==> src/design/differential_drive_odometry_macros.svh <==
// Assertion macros shared by the odometry RTL.
// Depends on signals named clock and reset in the module that expands them.
`ifndef DIFFERENTIAL_DRIVE_ODOMETRY_MACROS_SVH
`define DIFFERENTIAL_DRIVE_ODOMETRY_MACROS_SVH
`ifndef NO_ASSERTIONS
// same-cycle implication
`define DDO_ASSERT_IMP(lbl, ante, cons) \
   lbl: assert property (@(posedge clock) disable iff (reset) (ante) |-> (cons)) \
      else $error("odometry check failed: same-cycle implication");
// next-cycle implication
`define DDO_ASSERT_NXT(lbl, ante, cons) \
   lbl: assert property (@(posedge clock) disable iff (reset) (ante) |=> (cons)) \
      else $error("odometry check failed: next-cycle implication");
`else
`define DDO_ASSERT_IMP(lbl, ante, cons)
`define DDO_ASSERT_NXT(lbl, ante, cons)
`endif
`endif

==> src/design/ddo_pkg.sv <==
// Shared types, codes and constants of the differential drive odometry block.
// No dependencies; imported by ddo_mac, ddo_cordic and the top level.
package ddo_pkg;

   // default sizes of the tick counters and the heading
   localparam int COUNT_BITS_DEF = 16;
   localparam int ANGLE_BITS_DEF = 16;

   // configuration registers
   localparam int CFG_W     = 24;
   localparam int CSR_IDX_W = 1;
   localparam logic [CFG_W-1:0] MM_PER_TICK_RST      = 24'd65536;
   localparam logic [CFG_W-1:0] HEADING_PER_TICK_RST = 24'd256;

   typedef enum logic [CSR_IDX_W-1:0] {
      CSR_MM_PER_TICK      = 1'b0,
      CSR_HEADING_PER_TICK = 1'b1
   } csr_index_type;

   // request kinds
   typedef enum logic [1:0] {
      ACT_LEFT   = 2'd0,
      ACT_RIGHT  = 2'd1,
      ACT_UPDATE = 2'd2
   } action_type;

   // shared multiplier: 34-bit signed by 17-bit signed chunk, two chunks per product
   localparam int MAC_A_W   = 34;
   localparam int MAC_B_W   = 17;
   localparam int MAC_CHUNK = 16;
   localparam int MAC_ACC_W = 66;

   // rounding shifts of the heading, distance and position products
   localparam int HEAD_SHIFT = 8;
   localparam int DIST_SHIFT = 9;
   localparam int POS_SHIFT  = 30;

   typedef enum logic [1:0] {
      RND_HEAD = 2'd0,
      RND_DIST = 2'd1,
      RND_POS  = 2'd2
   } rnd_type;

   typedef struct packed {
      logic    mul_en;
      logic    acc_en;
      logic    acc_first;
      logic    acc_last;
      rnd_type rnd;
   } mac_ctl_type;

   // CORDIC
   localparam int CORDIC_STEPS  = 24;
   localparam int CORDIC_STEP_W = $clog2(CORDIC_STEPS);
   localparam logic signed [31:0] CORDIC_GAIN = 32'sd652032874;

   typedef struct packed {
      logic busy;
      logic done;
   } cordic_stat_type;

   // half an output LSB, added before the arithmetic shift
   function automatic logic signed [MAC_ACC_W-1:0] rnd_bias(input rnd_type rnd);
      logic signed [MAC_ACC_W-1:0] b;
      b = '0;
      case (rnd)
         RND_HEAD: b[HEAD_SHIFT-1] = 1'b1;
         RND_DIST: b[DIST_SHIFT-1] = 1'b1;
         RND_POS:  b[POS_SHIFT-1]  = 1'b1;
         default:  b = '0;
      endcase
      return b;
   endfunction

   // arctangent table, 32-bit binary angle with a quarter turn at 2^30
   function automatic logic signed [31:0] cordic_atan(input logic [CORDIC_STEP_W-1:0] idx);
      logic signed [31:0] a;
      case (idx)
         5'd0:    a = 32'sd536870912;
         5'd1:    a = 32'sd316933406;
         5'd2:    a = 32'sd167458907;
         5'd3:    a = 32'sd85004756;
         5'd4:    a = 32'sd42667331;
         5'd5:    a = 32'sd21354465;
         5'd6:    a = 32'sd10679838;
         5'd7:    a = 32'sd5340245;
         5'd8:    a = 32'sd2670163;
         5'd9:    a = 32'sd1335087;
         5'd10:   a = 32'sd667544;
         5'd11:   a = 32'sd333772;
         5'd12:   a = 32'sd166886;
         5'd13:   a = 32'sd83443;
         5'd14:   a = 32'sd41722;
         5'd15:   a = 32'sd20861;
         5'd16:   a = 32'sd10430;
         5'd17:   a = 32'sd5215;
         5'd18:   a = 32'sd2608;
         5'd19:   a = 32'sd1304;
         5'd20:   a = 32'sd652;
         5'd21:   a = 32'sd326;
         5'd22:   a = 32'sd163;
         5'd23:   a = 32'sd81;
         default: a = 32'sd0;
      endcase
      return a;
   endfunction

endpackage

==> src/design/differential_drive_odometry.sv <==
// Top level of the differential drive odometry block: tick counters, pose state,
// update sequencer. Depends on ddo_pkg, ddo_mac, ddo_cordic and the macros.
//
// Usage:
//  - req channel: req_tuser holds the kind (left edge, right edge, update),
//    req_tdata the encoder levels A and B. An edge request updates one wheel's
//    saturating tick counter in the cycle it is taken and yields no response.
//  - An update request takes and clears both counters, advances the heading,
//    moves the position and yields one rsp item with the pose and tick counts.
//  - csr port: one write per cycle, index 0 travel per tick, 1 heading per tick.
//  - Timing: an edge request is taken in ST_IDLE; req_tready stays high, so
//    edges run back to back. An update holds req_tready low until its response
//    is loaded and rsp_tvalid set: four two-pass products on the shared 34x17
//    multiplier (MUL, ACC, MUL, ACC, POST each) and a run of the 24-step CORDIC.
//  - Reset (synchronous, active high) clears counters, pose and heading and
//    loads the register defaults.
//  - A response waits in its output register while rsp_tready is low; new
//    edges are still taken, and a following update holds at its end until the
//    waiting response has been taken.
`include "differential_drive_odometry_macros.svh"
module differential_drive_odometry #(
   parameter int COUNT_BITS = ddo_pkg::COUNT_BITS_DEF,
   parameter int ANGLE_BITS = ddo_pkg::ANGLE_BITS_DEF
) (
   input  logic                                 clock,
   input  logic                                 reset,
   input  logic                                 req_tvalid,
   output logic                                 req_tready,
   input  logic [7:0]                           req_tdata,   // enc_a, enc_b, zero pad
   input  logic [1:0]                           req_tuser,   // action
   output logic                                 rsp_tvalid,
   input  logic                                 rsp_tready,
   // pos_x_out, pos_y_out, heading_out, left_delta, right_delta
   output logic [111:0]                         rsp_tdata,
   input  logic                                 csr_we,
   input  logic [ddo_pkg::CSR_IDX_W-1:0]        csr_index,
   input  logic [ddo_pkg::CFG_W-1:0]            csr_wdata
);
   import ddo_pkg::*;

   typedef enum logic [5:0] {
      ST_IDLE = 6'b000001,
      ST_MUL  = 6'b000010,
      ST_ACC  = 6'b000100,
      ST_POST = 6'b001000,
      ST_CORD = 6'b010000,
      ST_DONE = 6'b100000
   } state_type;

   typedef enum logic [1:0] {
      OP_HEAD = 2'd0,
      OP_DIST = 2'd1,
      OP_X    = 2'd2,
      OP_Y    = 2'd3
   } op_type;

   localparam logic signed [COUNT_BITS-1:0] CNT_MAX = {1'b0, {(COUNT_BITS-1){1'b1}}};
   localparam logic signed [COUNT_BITS-1:0] CNT_MIN = {1'b1, {(COUNT_BITS-1){1'b0}}};
   localparam int DQ_W = MAC_ACC_W - DIST_SHIFT;
   localparam int PS_W = MAC_ACC_W - POS_SHIFT;
   localparam logic signed [MAC_A_W-1:0] DU_HI = MAC_A_W'(64'sd4294967296);
   localparam logic signed [MAC_A_W-1:0] DU_LO = MAC_A_W'(-64'sd4294967296);

   state_type                     state_ff, state_in;
   op_type                        op_ff, op_in;
   logic                          chunk_ff, chunk_in;
   logic [CFG_W-1:0]              mm_per_tick_ff, heading_per_tick_ff;
   logic signed [COUNT_BITS-1:0]  left_count_ff, left_count_in;
   logic signed [COUNT_BITS-1:0]  right_count_ff, right_count_in;
   logic signed [COUNT_BITS-1:0]  take_l_ff, take_r_ff;
   logic signed [MAC_A_W-1:0]     sum_ff, diff_ff;
   logic signed [MAC_A_W-1:0]     du_ff, du_in, du_c;
   logic [ANGLE_BITS-1:0]         heading_ff, heading_in;
   logic signed [31:0]            pos_x_ff, pos_x_in;
   logic signed [31:0]            pos_y_ff, pos_y_in;
   logic                          rsp_valid_ff, rsp_valid_in;
   logic [111:0]                  rsp_data_ff;
   logic                          rsp_load;
   logic                          take_update;
   logic                          same;
   action_type                    req_action;

   mac_ctl_type                   mac_ctl;
   logic signed [MAC_A_W-1:0]     mac_a;
   logic signed [MAC_B_W-1:0]     mac_b;
   logic signed [MAC_ACC_W-1:0]   mac_acc;

   logic                          cordic_start;
   logic signed [31:0]            sin_q30, cos_q30;
   cordic_stat_type               cstat;

   logic signed [DQ_W-1:0]        dq;
   logic signed [PS_W-1:0]        pos_step;
   logic signed [31:0]            pos_base, pos_sum;
   logic signed [31:0]            trig;
   logic [CFG_W-1:0]              cfg_mul;
   logic [ANGLE_BITS+15:0]        hd_wide;

   // saturating one-tick counter step
   function automatic logic signed [COUNT_BITS-1:0] cnt_step(
      input logic signed [COUNT_BITS-1:0] v, input logic up);
      logic signed [COUNT_BITS-1:0] r;
      r = v;
      if (up && v != CNT_MAX) begin
         r = v + 1'b1;
      end else if (!up && v != CNT_MIN) begin
         r = v - 1'b1;
      end
      return r;
   endfunction

   // clamp a tick count to the 16-bit report range
   function automatic logic [15:0] sat16(input logic signed [32:0] v);
      logic [15:0] r;
      if (v > 33'sd32767) begin
         r = 16'h7FFF;
      end else if (v < -33'sd32768) begin
         r = 16'h8000;
      end else begin
         r = v[15:0];
      end
      return r;
   endfunction

   // add the rounded step to a coordinate and saturate to 32 bits
   function automatic logic signed [31:0] sat_add(
      input logic signed [31:0] p, input logic signed [PS_W-1:0] t);
      logic signed [PS_W:0] s;
      logic signed [31:0]   r;
      s = (PS_W+1)'(p) + (PS_W+1)'(t);
      if (s > (PS_W+1)'(32'sh7FFF_FFFF)) begin
         r = 32'sh7FFF_FFFF;
      end else if (s < (PS_W+1)'(32'sh8000_0000)) begin
         r = 32'sh8000_0000;
      end else begin
         r = s[31:0];
      end
      return r;
   endfunction

   function automatic rnd_type rnd_of(input op_type op);
      rnd_type r;
      case (op)
         OP_HEAD: r = RND_HEAD;
         OP_DIST: r = RND_DIST;
         default: r = RND_POS;
      endcase
      return r;
   endfunction

   assign req_action = action_type'(req_tuser);
   assign same       = (req_tdata[0] == req_tdata[1]);
   assign req_tready = (state_ff == ST_IDLE);
   assign rsp_tvalid = rsp_valid_ff;
   assign rsp_tdata  = rsp_data_ff;

   // multiplier operands for the current product and chunk
   always_comb begin
      case (op_ff)
         OP_HEAD: mac_a = diff_ff;
         OP_DIST: mac_a = sum_ff;
         default: mac_a = du_ff;
      endcase
      cfg_mul = (op_ff == OP_HEAD) ? heading_per_tick_ff : mm_per_tick_ff;
      trig    = (op_ff == OP_X) ? sin_q30 : cos_q30;
      if (op_ff == OP_HEAD || op_ff == OP_DIST) begin
         mac_b = chunk_ff ? {1'b0, cfg_mul[15:0]} : {9'b0, cfg_mul[23:16]};
      end else begin
         mac_b = chunk_ff ? {1'b0, trig[15:0]} : {trig[31], trig[31:16]};
      end
   end

   // post-processing of the accumulated product
   always_comb begin
      dq = mac_acc[MAC_ACC_W-1:DIST_SHIFT];
      if (dq > DQ_W'(DU_HI)) begin
         du_c = DU_HI;
      end else if (dq < DQ_W'(DU_LO)) begin
         du_c = DU_LO;
      end else begin
         du_c = dq[MAC_A_W-1:0];
      end
      pos_step = mac_acc[MAC_ACC_W-1:POS_SHIFT];
      pos_base = (op_ff == OP_X) ? pos_x_ff : pos_y_ff;
      pos_sum  = sat_add(pos_base, pos_step);
   end

   assign hd_wide = {heading_ff, 16'b0} >> ANGLE_BITS;

   // sequencer
   always_comb begin
      state_in       = state_ff;
      op_in          = op_ff;
      chunk_in       = chunk_ff;
      left_count_in  = left_count_ff;
      right_count_in = right_count_ff;
      heading_in     = heading_ff;
      du_in          = du_ff;
      pos_x_in       = pos_x_ff;
      pos_y_in       = pos_y_ff;
      rsp_valid_in   = rsp_valid_ff && !rsp_tready;
      rsp_load       = 1'b0;
      take_update    = 1'b0;
      cordic_start   = 1'b0;
      mac_ctl        = '0;
      mac_ctl.rnd    = rnd_of(op_ff);
      case (state_ff)
         ST_IDLE: begin
            if (req_tvalid) begin
               case (req_action)
                  ACT_LEFT:  left_count_in  = cnt_step(left_count_ff, !same);
                  ACT_RIGHT: right_count_in = cnt_step(right_count_ff, same);
                  ACT_UPDATE: begin
                     take_update    = 1'b1;
                     left_count_in  = '0;
                     right_count_in = '0;
                     op_in          = OP_HEAD;
                     chunk_in       = 1'b0;
                     state_in       = ST_MUL;
                  end
                  default: ;
               endcase
            end
         end
         ST_MUL: begin
            mac_ctl.mul_en = 1'b1;
            state_in       = ST_ACC;
         end
         ST_ACC: begin
            mac_ctl.acc_en    = 1'b1;
            mac_ctl.acc_first = !chunk_ff;
            mac_ctl.acc_last  = chunk_ff;
            if (!chunk_ff) begin
               chunk_in = 1'b1;
               state_in = ST_MUL;
            end else begin
               state_in = ST_POST;
            end
         end
         ST_POST: begin
            chunk_in = 1'b0;
            case (op_ff)
               OP_HEAD: begin
                  heading_in = heading_ff + mac_acc[ANGLE_BITS+HEAD_SHIFT-1:HEAD_SHIFT];
                  op_in      = OP_DIST;
                  state_in   = ST_MUL;
               end
               OP_DIST: begin
                  du_in        = du_c;
                  cordic_start = 1'b1;
                  state_in     = ST_CORD;
               end
               OP_X: begin
                  pos_x_in = pos_sum;
                  op_in    = OP_Y;
                  state_in = ST_MUL;
               end
               default: begin
                  pos_y_in = pos_sum;
                  state_in = ST_DONE;
               end
            endcase
         end
         ST_CORD: begin
            if (cstat.done) begin
               op_in    = OP_X;
               chunk_in = 1'b0;
               state_in = ST_MUL;
            end
         end
         ST_DONE: begin
            if (!rsp_valid_ff || rsp_tready) begin
               rsp_load     = 1'b1;
               rsp_valid_in = 1'b1;
               state_in     = ST_IDLE;
            end
         end
         default: state_in = ST_IDLE;
      endcase
   end

   // control and pose state
   always_ff @(posedge clock) begin
      if (reset) begin
         state_ff            <= ST_IDLE;
         op_ff               <= OP_HEAD;
         chunk_ff            <= 1'b0;
         left_count_ff       <= '0;
         right_count_ff      <= '0;
         heading_ff          <= '0;
         pos_x_ff            <= '0;
         pos_y_ff            <= '0;
         rsp_valid_ff        <= 1'b0;
         mm_per_tick_ff      <= MM_PER_TICK_RST;
         heading_per_tick_ff <= HEADING_PER_TICK_RST;
      end else begin
         state_ff       <= state_in;
         op_ff          <= op_in;
         chunk_ff       <= chunk_in;
         left_count_ff  <= left_count_in;
         right_count_ff <= right_count_in;
         heading_ff     <= heading_in;
         pos_x_ff       <= pos_x_in;
         pos_y_ff       <= pos_y_in;
         rsp_valid_ff   <= rsp_valid_in;
         if (csr_we) begin
            case (csr_index)
               CSR_MM_PER_TICK:      mm_per_tick_ff      <= csr_wdata;
               CSR_HEADING_PER_TICK: heading_per_tick_ff <= csr_wdata;
               default: ;
            endcase
         end
      end
   end

   // payload: taken counts, travel and response
   always_ff @(posedge clock) begin
      if (take_update) begin
         take_l_ff <= left_count_ff;
         take_r_ff <= right_count_ff;
         sum_ff    <= MAC_A_W'(left_count_ff) + MAC_A_W'(right_count_ff);
         diff_ff   <= MAC_A_W'(left_count_ff) - MAC_A_W'(right_count_ff);
      end
      du_ff <= du_in;
      if (rsp_load) begin
         rsp_data_ff <= {sat16(33'(take_r_ff)), sat16(33'(take_l_ff)), hd_wide[15:0],
                         pos_y_ff, pos_x_ff};
      end
   end

   ddo_mac u_mac (
      .clock (clock),
      .ctl   (mac_ctl),
      .op_a  (mac_a),
      .op_b  (mac_b),
      .acc   (mac_acc)
   );

   ddo_cordic u_cordic (
      .clock   (clock),
      .reset   (reset),
      .start   (cordic_start),
      .angle   ({heading_ff, {(32-ANGLE_BITS){1'b0}}}),
      .sin_q30 (sin_q30),
      .cos_q30 (cos_q30),
      .stat    (cstat)
   );

   `DDO_ASSERT_NXT(a_take_clears, take_update, left_count_ff == '0 && right_count_ff == '0)
   `DDO_ASSERT_NXT(a_head_hold, !(state_ff == ST_POST && op_ff == OP_HEAD), $stable(heading_ff))
   `DDO_ASSERT_IMP(a_rsp_src, $rose(rsp_valid_ff), $past(state_ff) == ST_DONE)
   `DDO_ASSERT_IMP(a_cordic_free, cordic_start, !cstat.busy)

endmodule

==> src/design/ddo_mac.sv <==
// Shared multiply-accumulate unit: one 34x17 signed product per pass, two passes
// per full product, most significant chunk first. Depends on ddo_pkg.
module ddo_mac (
   input  logic                                 clock,
   input  ddo_pkg::mac_ctl_type                 ctl,
   input  logic signed [ddo_pkg::MAC_A_W-1:0]   op_a,
   input  logic signed [ddo_pkg::MAC_B_W-1:0]   op_b,
   output logic signed [ddo_pkg::MAC_ACC_W-1:0] acc
);
   import ddo_pkg::*;

   logic signed [MAC_A_W+MAC_B_W-1:0] prod_ff;
   logic signed [MAC_ACC_W-1:0]       acc_ff;
   logic signed [MAC_ACC_W-1:0]       acc_in;

   // shift the partial sum up one chunk, add the product, add rounding on the last pass
   always_comb begin
      acc_in = (ctl.acc_first ? '0 : (acc_ff <<< MAC_CHUNK)) + MAC_ACC_W'(prod_ff)
             + (ctl.acc_last ? rnd_bias(ctl.rnd) : '0);
   end

   always_ff @(posedge clock) begin
      if (ctl.mul_en) begin
         prod_ff <= op_a * op_b;
      end
      if (ctl.acc_en) begin
         acc_ff <= acc_in;
      end
   end

   assign acc = acc_ff;

endmodule

==> src/design/ddo_cordic.sv <==
// Iterative 24-step rotation CORDIC giving sine and cosine in Q30 of a 32-bit
// binary angle, one micro-rotation per cycle. Depends on ddo_pkg and the macros.
`include "differential_drive_odometry_macros.svh"
module ddo_cordic (
   input  logic                     clock,
   input  logic                     reset,
   input  logic                     start,
   input  logic [31:0]              angle,
   output logic signed [31:0]       sin_q30,
   output logic signed [31:0]       cos_q30,
   output ddo_pkg::cordic_stat_type stat
);
   import ddo_pkg::*;

   localparam logic [CORDIC_STEP_W-1:0] STEP_LAST = CORDIC_STEP_W'(CORDIC_STEPS - 1);

   logic signed [31:0]       x_ff, x_in;
   logic signed [31:0]       y_ff, y_in;
   logic signed [31:0]       z_ff, z_in;
   logic [1:0]               quad_ff;
   logic [CORDIC_STEP_W-1:0] step_ff, step_in;
   logic                     busy_ff, busy_in;
   logic                     done_ff;
   logic signed [31:0]       dx, dy, atan_v;
   logic                     last_step;

   assign last_step = busy_ff && (step_ff == STEP_LAST);

   // one micro-rotation toward zero residual angle
   always_comb begin
      dx     = y_ff >>> step_ff;
      dy     = x_ff >>> step_ff;
      atan_v = cordic_atan(step_ff);
      x_in   = x_ff;
      y_in   = y_ff;
      z_in   = z_ff;
      if (!z_ff[31]) begin
         x_in = x_ff - dx;
         y_in = y_ff + dy;
         z_in = z_ff - atan_v;
      end else begin
         x_in = x_ff + dx;
         y_in = y_ff - dy;
         z_in = z_ff + atan_v;
      end
      step_in = step_ff + 1'b1;
      busy_in = busy_ff ? !last_step : start;
   end

   always_ff @(posedge clock) begin
      if (reset) begin
         busy_ff <= 1'b0;
         done_ff <= 1'b0;
         step_ff <= '0;
      end else begin
         busy_ff <= busy_in;
         done_ff <= last_step;
         if (busy_ff) begin
            step_ff <= step_in;
         end else if (start) begin
            step_ff <= '0;
         end
      end
   end

   // load the quarter-turn residue or advance the rotation
   always_ff @(posedge clock) begin
      if (!busy_ff && start) begin
         x_ff    <= CORDIC_GAIN;
         y_ff    <= '0;
         z_ff    <= {2'b00, angle[29:0]};
         quad_ff <= angle[31:30];
      end else if (busy_ff) begin
         x_ff <= x_in;
         y_ff <= y_in;
         z_ff <= z_in;
      end
   end

   // swap into the quadrant of the angle
   always_comb begin
      case (quad_ff)
         2'd0: begin
            cos_q30 = x_ff;
            sin_q30 = y_ff;
         end
         2'd1: begin
            cos_q30 = -y_ff;
            sin_q30 = x_ff;
         end
         2'd2: begin
            cos_q30 = -x_ff;
            sin_q30 = -y_ff;
         end
         default: begin
            cos_q30 = y_ff;
            sin_q30 = -x_ff;
         end
      endcase
   end

   assign stat.busy = busy_ff;
   assign stat.done = done_ff;

   `DDO_ASSERT_NXT(a_start_busy, start && !busy_ff, busy_ff && step_ff == '0)
   `DDO_ASSERT_NXT(a_finish, last_step, !busy_ff && done_ff)
   `DDO_ASSERT_IMP(a_done_idle, done_ff, !busy_ff)

endmodule
==> config.mk <==
export PLATFORM = sky130hd
export DESIGN_NAME = differential_drive_odometry
export DESIGN_NICKNAME = d
export VERILOG_FILES = /design/src/design/ddo_pkg.sv /design/src/design/differential_drive_odometry.sv /design/src/design/ddo_mac.sv /design/src/design/ddo_cordic.sv
export VERILOG_INCLUDE_DIRS = /design/src /design/src/design
export SDC_FILE = /design/constraint.sdc
export NUM_CORES = 2
export LEC_CHECK = 0
export ABC_AREA = 1
export BUFFER_PORTS_ARGS = -buffer_cell sky130_fd_sc_hd__buf_4
export CORE_AREA = 3 3 475 477
export DETAILED_ROUTE_END_ITERATION = 6
export DIE_AREA = 0 0 478 480
export GPL_TIMING_DRIVEN = 0
export HOLD_SLACK_MARGIN = 0.02
export PLACE_DENSITY = 0.46
export SLEW_MARGIN = 30
export SYNTH_ARGS = -nofsm -noshare
export SYNTH_HDL_FRONTEND = slang
export SYNTH_SLANG_ARGS = --single-unit
export TNS_END_PERCENT = 20
==> constraint.sdc <==
create_clock -name clock -period 15.1 [get_ports clock]
set_clock_uncertainty 0.2 [all_clocks]
set_input_delay 1.51 -clock clock [delete_from_list [all_inputs] [get_ports clock]]
set_output_delay 1.51 -clock clock [all_outputs]
set_load 0.02 [all_outputs]
==> impl_metrics.yaml <==
outcome:
  status: "complete, no violations"
floorplan:
  core.rowCount: 173
  core_region_area_um2: 222000
  die_h_um: 480
  die_x_um: 478
  ioPinCount: 154
  fp.dieArea_um2: 229000
  start_util_pct: 29.9
synthesis:
  synth.yosys.seq_area_share_pct: 24.3
  synth_top_cell_by_area: "fa_1"
  ys.flop_type: "edfxtp_1"
  ys_top_cells_by_count: "nand2_1, inv_1, a21oi_1, nor2_1, nand3_1"
  synth-edff-count: 344
  async_flop_share_pct: 0
  synth_cell_types: 72
  ys_ff_latch: 633
  netlist_top_cells_area: "fa_1, edfxtp_1, nand2_1"
  avgSynthCellArea_um2: 7.53
  syn_area_um2: 66400
  synth_fp_nets: 9846
  synthCells: 8808
  yosysMostFrequentCell: "nand2_1"
  synth_top_area_share_pct: 17.0
  synth_warnings: 0
route:
  totalWireLength_um: 289000
  drtIter0Drc: 5364
  viasPerCell: 5.18
  drt_first_pass_iters: 7
  ant_nets: 0
  vias: 62800
  route.detailed.drc: 0
  wl_per_cell_um: 23.9
critical_path:
  crit_path_start_kind: "flop"
  cp-end-kind: "flop"
  critPathLaunch: "u_cordic.x_ff[26]"
  slowest_stage: "nand2_1"
  slowest_delay_ns: 0.64
  cp_data_arrival_time_ns: 10.98
  worst-path-max-fanout: 10
  worstSetupPathType: "flop to flop"
  reg2reg_from: "u_cordic.x_ff[26]"
  crit_required_ns: 15.32
min_path:
  hold_class: "flop to flop"
  hold_path_startpoint: "u_mac.prod_ff[3]"
clocking:
  cts-htree-levels: 3
  cts_setup_buffers: 0
  cts_resized: 0
  clk_pin_slew_worst_paths_ns: 0.07
  clk_latency_ns: 0.75
  cts_buffer_depth: 3
  cts.sinks: 633
  root_buffer: "clkbuf_16"
  cts_buffers: 77
  cts_tree: "done"
  ctsHoldBuffers: 0
sta:
  rsz0062_at_grt: "false"
  setup_viol: 0
  max_freq_ghz: 0.0929
  tightest_slew_ns: 1.20
  min_period_over_period_pct: 71.3
  hold_violations: 0
  drv_slew: 0
  fin_ws_ns: 4.34
  slew_headroom_pct: 19.0
  period_needed_ns: 10.76
placement:
  post-dp-hpwl_um: 239000
  dp.cells: 12000
  numPortBuffers: 146
  dp_slack_ns: 4.34
  gp_congestion: 0.969
final_layout:
  multi_input_area_um2: 43400
  area_delta_synth_final_pct: 12.3
  drive_gt1_share_pct: 6.04
  finalNonFillerCells: 12100
  regArea_um2: 16100
  fill_cells: 24000
  nets: 10100
global_routing:
  grt_use_total_pct: 24.7
  grt.overflow.total: 0
  antenna_found_initial: 9
  grt_pass1_vias: 63100
  grt_max_degree: 52
  grt_pass1_wl_um: 424000
flow_run:
  cap_viol_max_count: 0
## cell families after synthesis
logic type	after synthesis	synth area share [%]
buffers and inverters	1796	10.5
DFF	633	24.3
adders and majority gates	998	25.2
AOI/OAI and AO/OA	1772	14.9
and+or+nand+nor	3279	20.8
xor gates and xnor gates	330	4.36
## state kept, by name (all words and copies together), names as in the netlist, 17 cells and up
register and count:
u_cordic.z_ff 32, u_cordic.atan_v 30, u_cordic.x_ff 32, mm_per_tick_ff 24, heading_per_tick_ff 24, du_ff 34
rsp_tdata 112, u_mac.prod_ff 51, u_mac.acc 66, pos_y_ff 32, pos_x_ff 32, u_cordic.y_ff 32
sum_ff 17
## cells in the final DEF (no fill, tap or decap), types with 18 or more instances in the layout
master | Yosys | routed
a21boi_0 | 22 | 21
a21o_1 | 23 | 23
a21oi_1 | 841 | 839
a221oi_1 | 21 | 18
a31oi_1 | 62 | 62
buf_1 | 39 | 33
buf_2 | 86 | 103
buf_4 | 14 | 172
clkbuf_1 | 222 | 231
clkbuf_16 | 0 | 80
clkinv_1 | 19 | 23
dfxtp_1 | 289 | 288
edfxtp_1 | 344 | 344
fa_1 | 563 | 563
ha_1 | 435 | 435
inv_1 | 1388 | 1387
nand2_1 | 1566 | 1566
nand2_2 | 21 | 21
nand3_1 | 599 | 599
nand4_1 | 76 | 76
nor2_1 | 831 | 828
nor2_2 | 23 | 25
nor3_1 | 67 | 66
nor4_1 | 45 | 44
o211ai_1 | 31 | 31
o21a_1 | 43 | 43
o21ai_0 | 514 | 513
o21ai_1 | 32 | 31
o21bai_1 | 18 | 18
o221ai_1 | 38 | 34
o22ai_1 | 33 | 33
xnor2_1 | 93 | 93
xor2_1 | 237 | 237
## critical path: cells and delay by family (launching register included)
family,cells,cell delay [ns]
fa+ha+maj,7,3.69
simple gates,13,3.19
compound gates,6,1.37
buf+inv,6,1.06
flops,1,0.63
xor+xnor,2,0.29
## cell type report
type / count / area share (%)
diodes: 5 / 0.0168
clock inverters: 35 / 0.754
clock buffers: 109 / 2.92
multi-input cells: 6379 / 58.2
repair buffers: 182 / 2.06
inverters: 1425 / 7.19
flip-flops and latches: 633 / 21.6
plain buffers: 371 / 2.22
well taps: 2975 / 5.00
## worst paths after layout
kind                                           to  slack, ns  cells past startpoint
worst max-delay path            u_mac.prod_ff[50]       4.34                     34
worst min-delay path                 u_mac.acc[3]       0.21                      0
worst max register to register  u_mac.prod_ff[50]       4.34                     34
worst min register to register       u_mac.acc[3]       0.21                      0
## per-stage QoR
step                utilization (%)  setup TNS, ns  instance area, µm²  hold slack (ns)
CTS                            33.6              0               74500            0.211
detailed placement             32.3              0               71800            0.205
global placement               32.1        -120.24               71200            0.201
global route                   33.6              0               74500            0.223
floorplan                         -              0               66400            0.200
finish                         33.6              0               74500            0.215
## metal layers
layer	track usage, %	wire, µm
met3	3.03	16200
met1	33.1	128000
met5	0	13
met2	40.5	132000
met4	9.55	12800
Power is not shown: default switching activity piles up to over one toggle a cycle in this logic, so the estimate is an artifact.
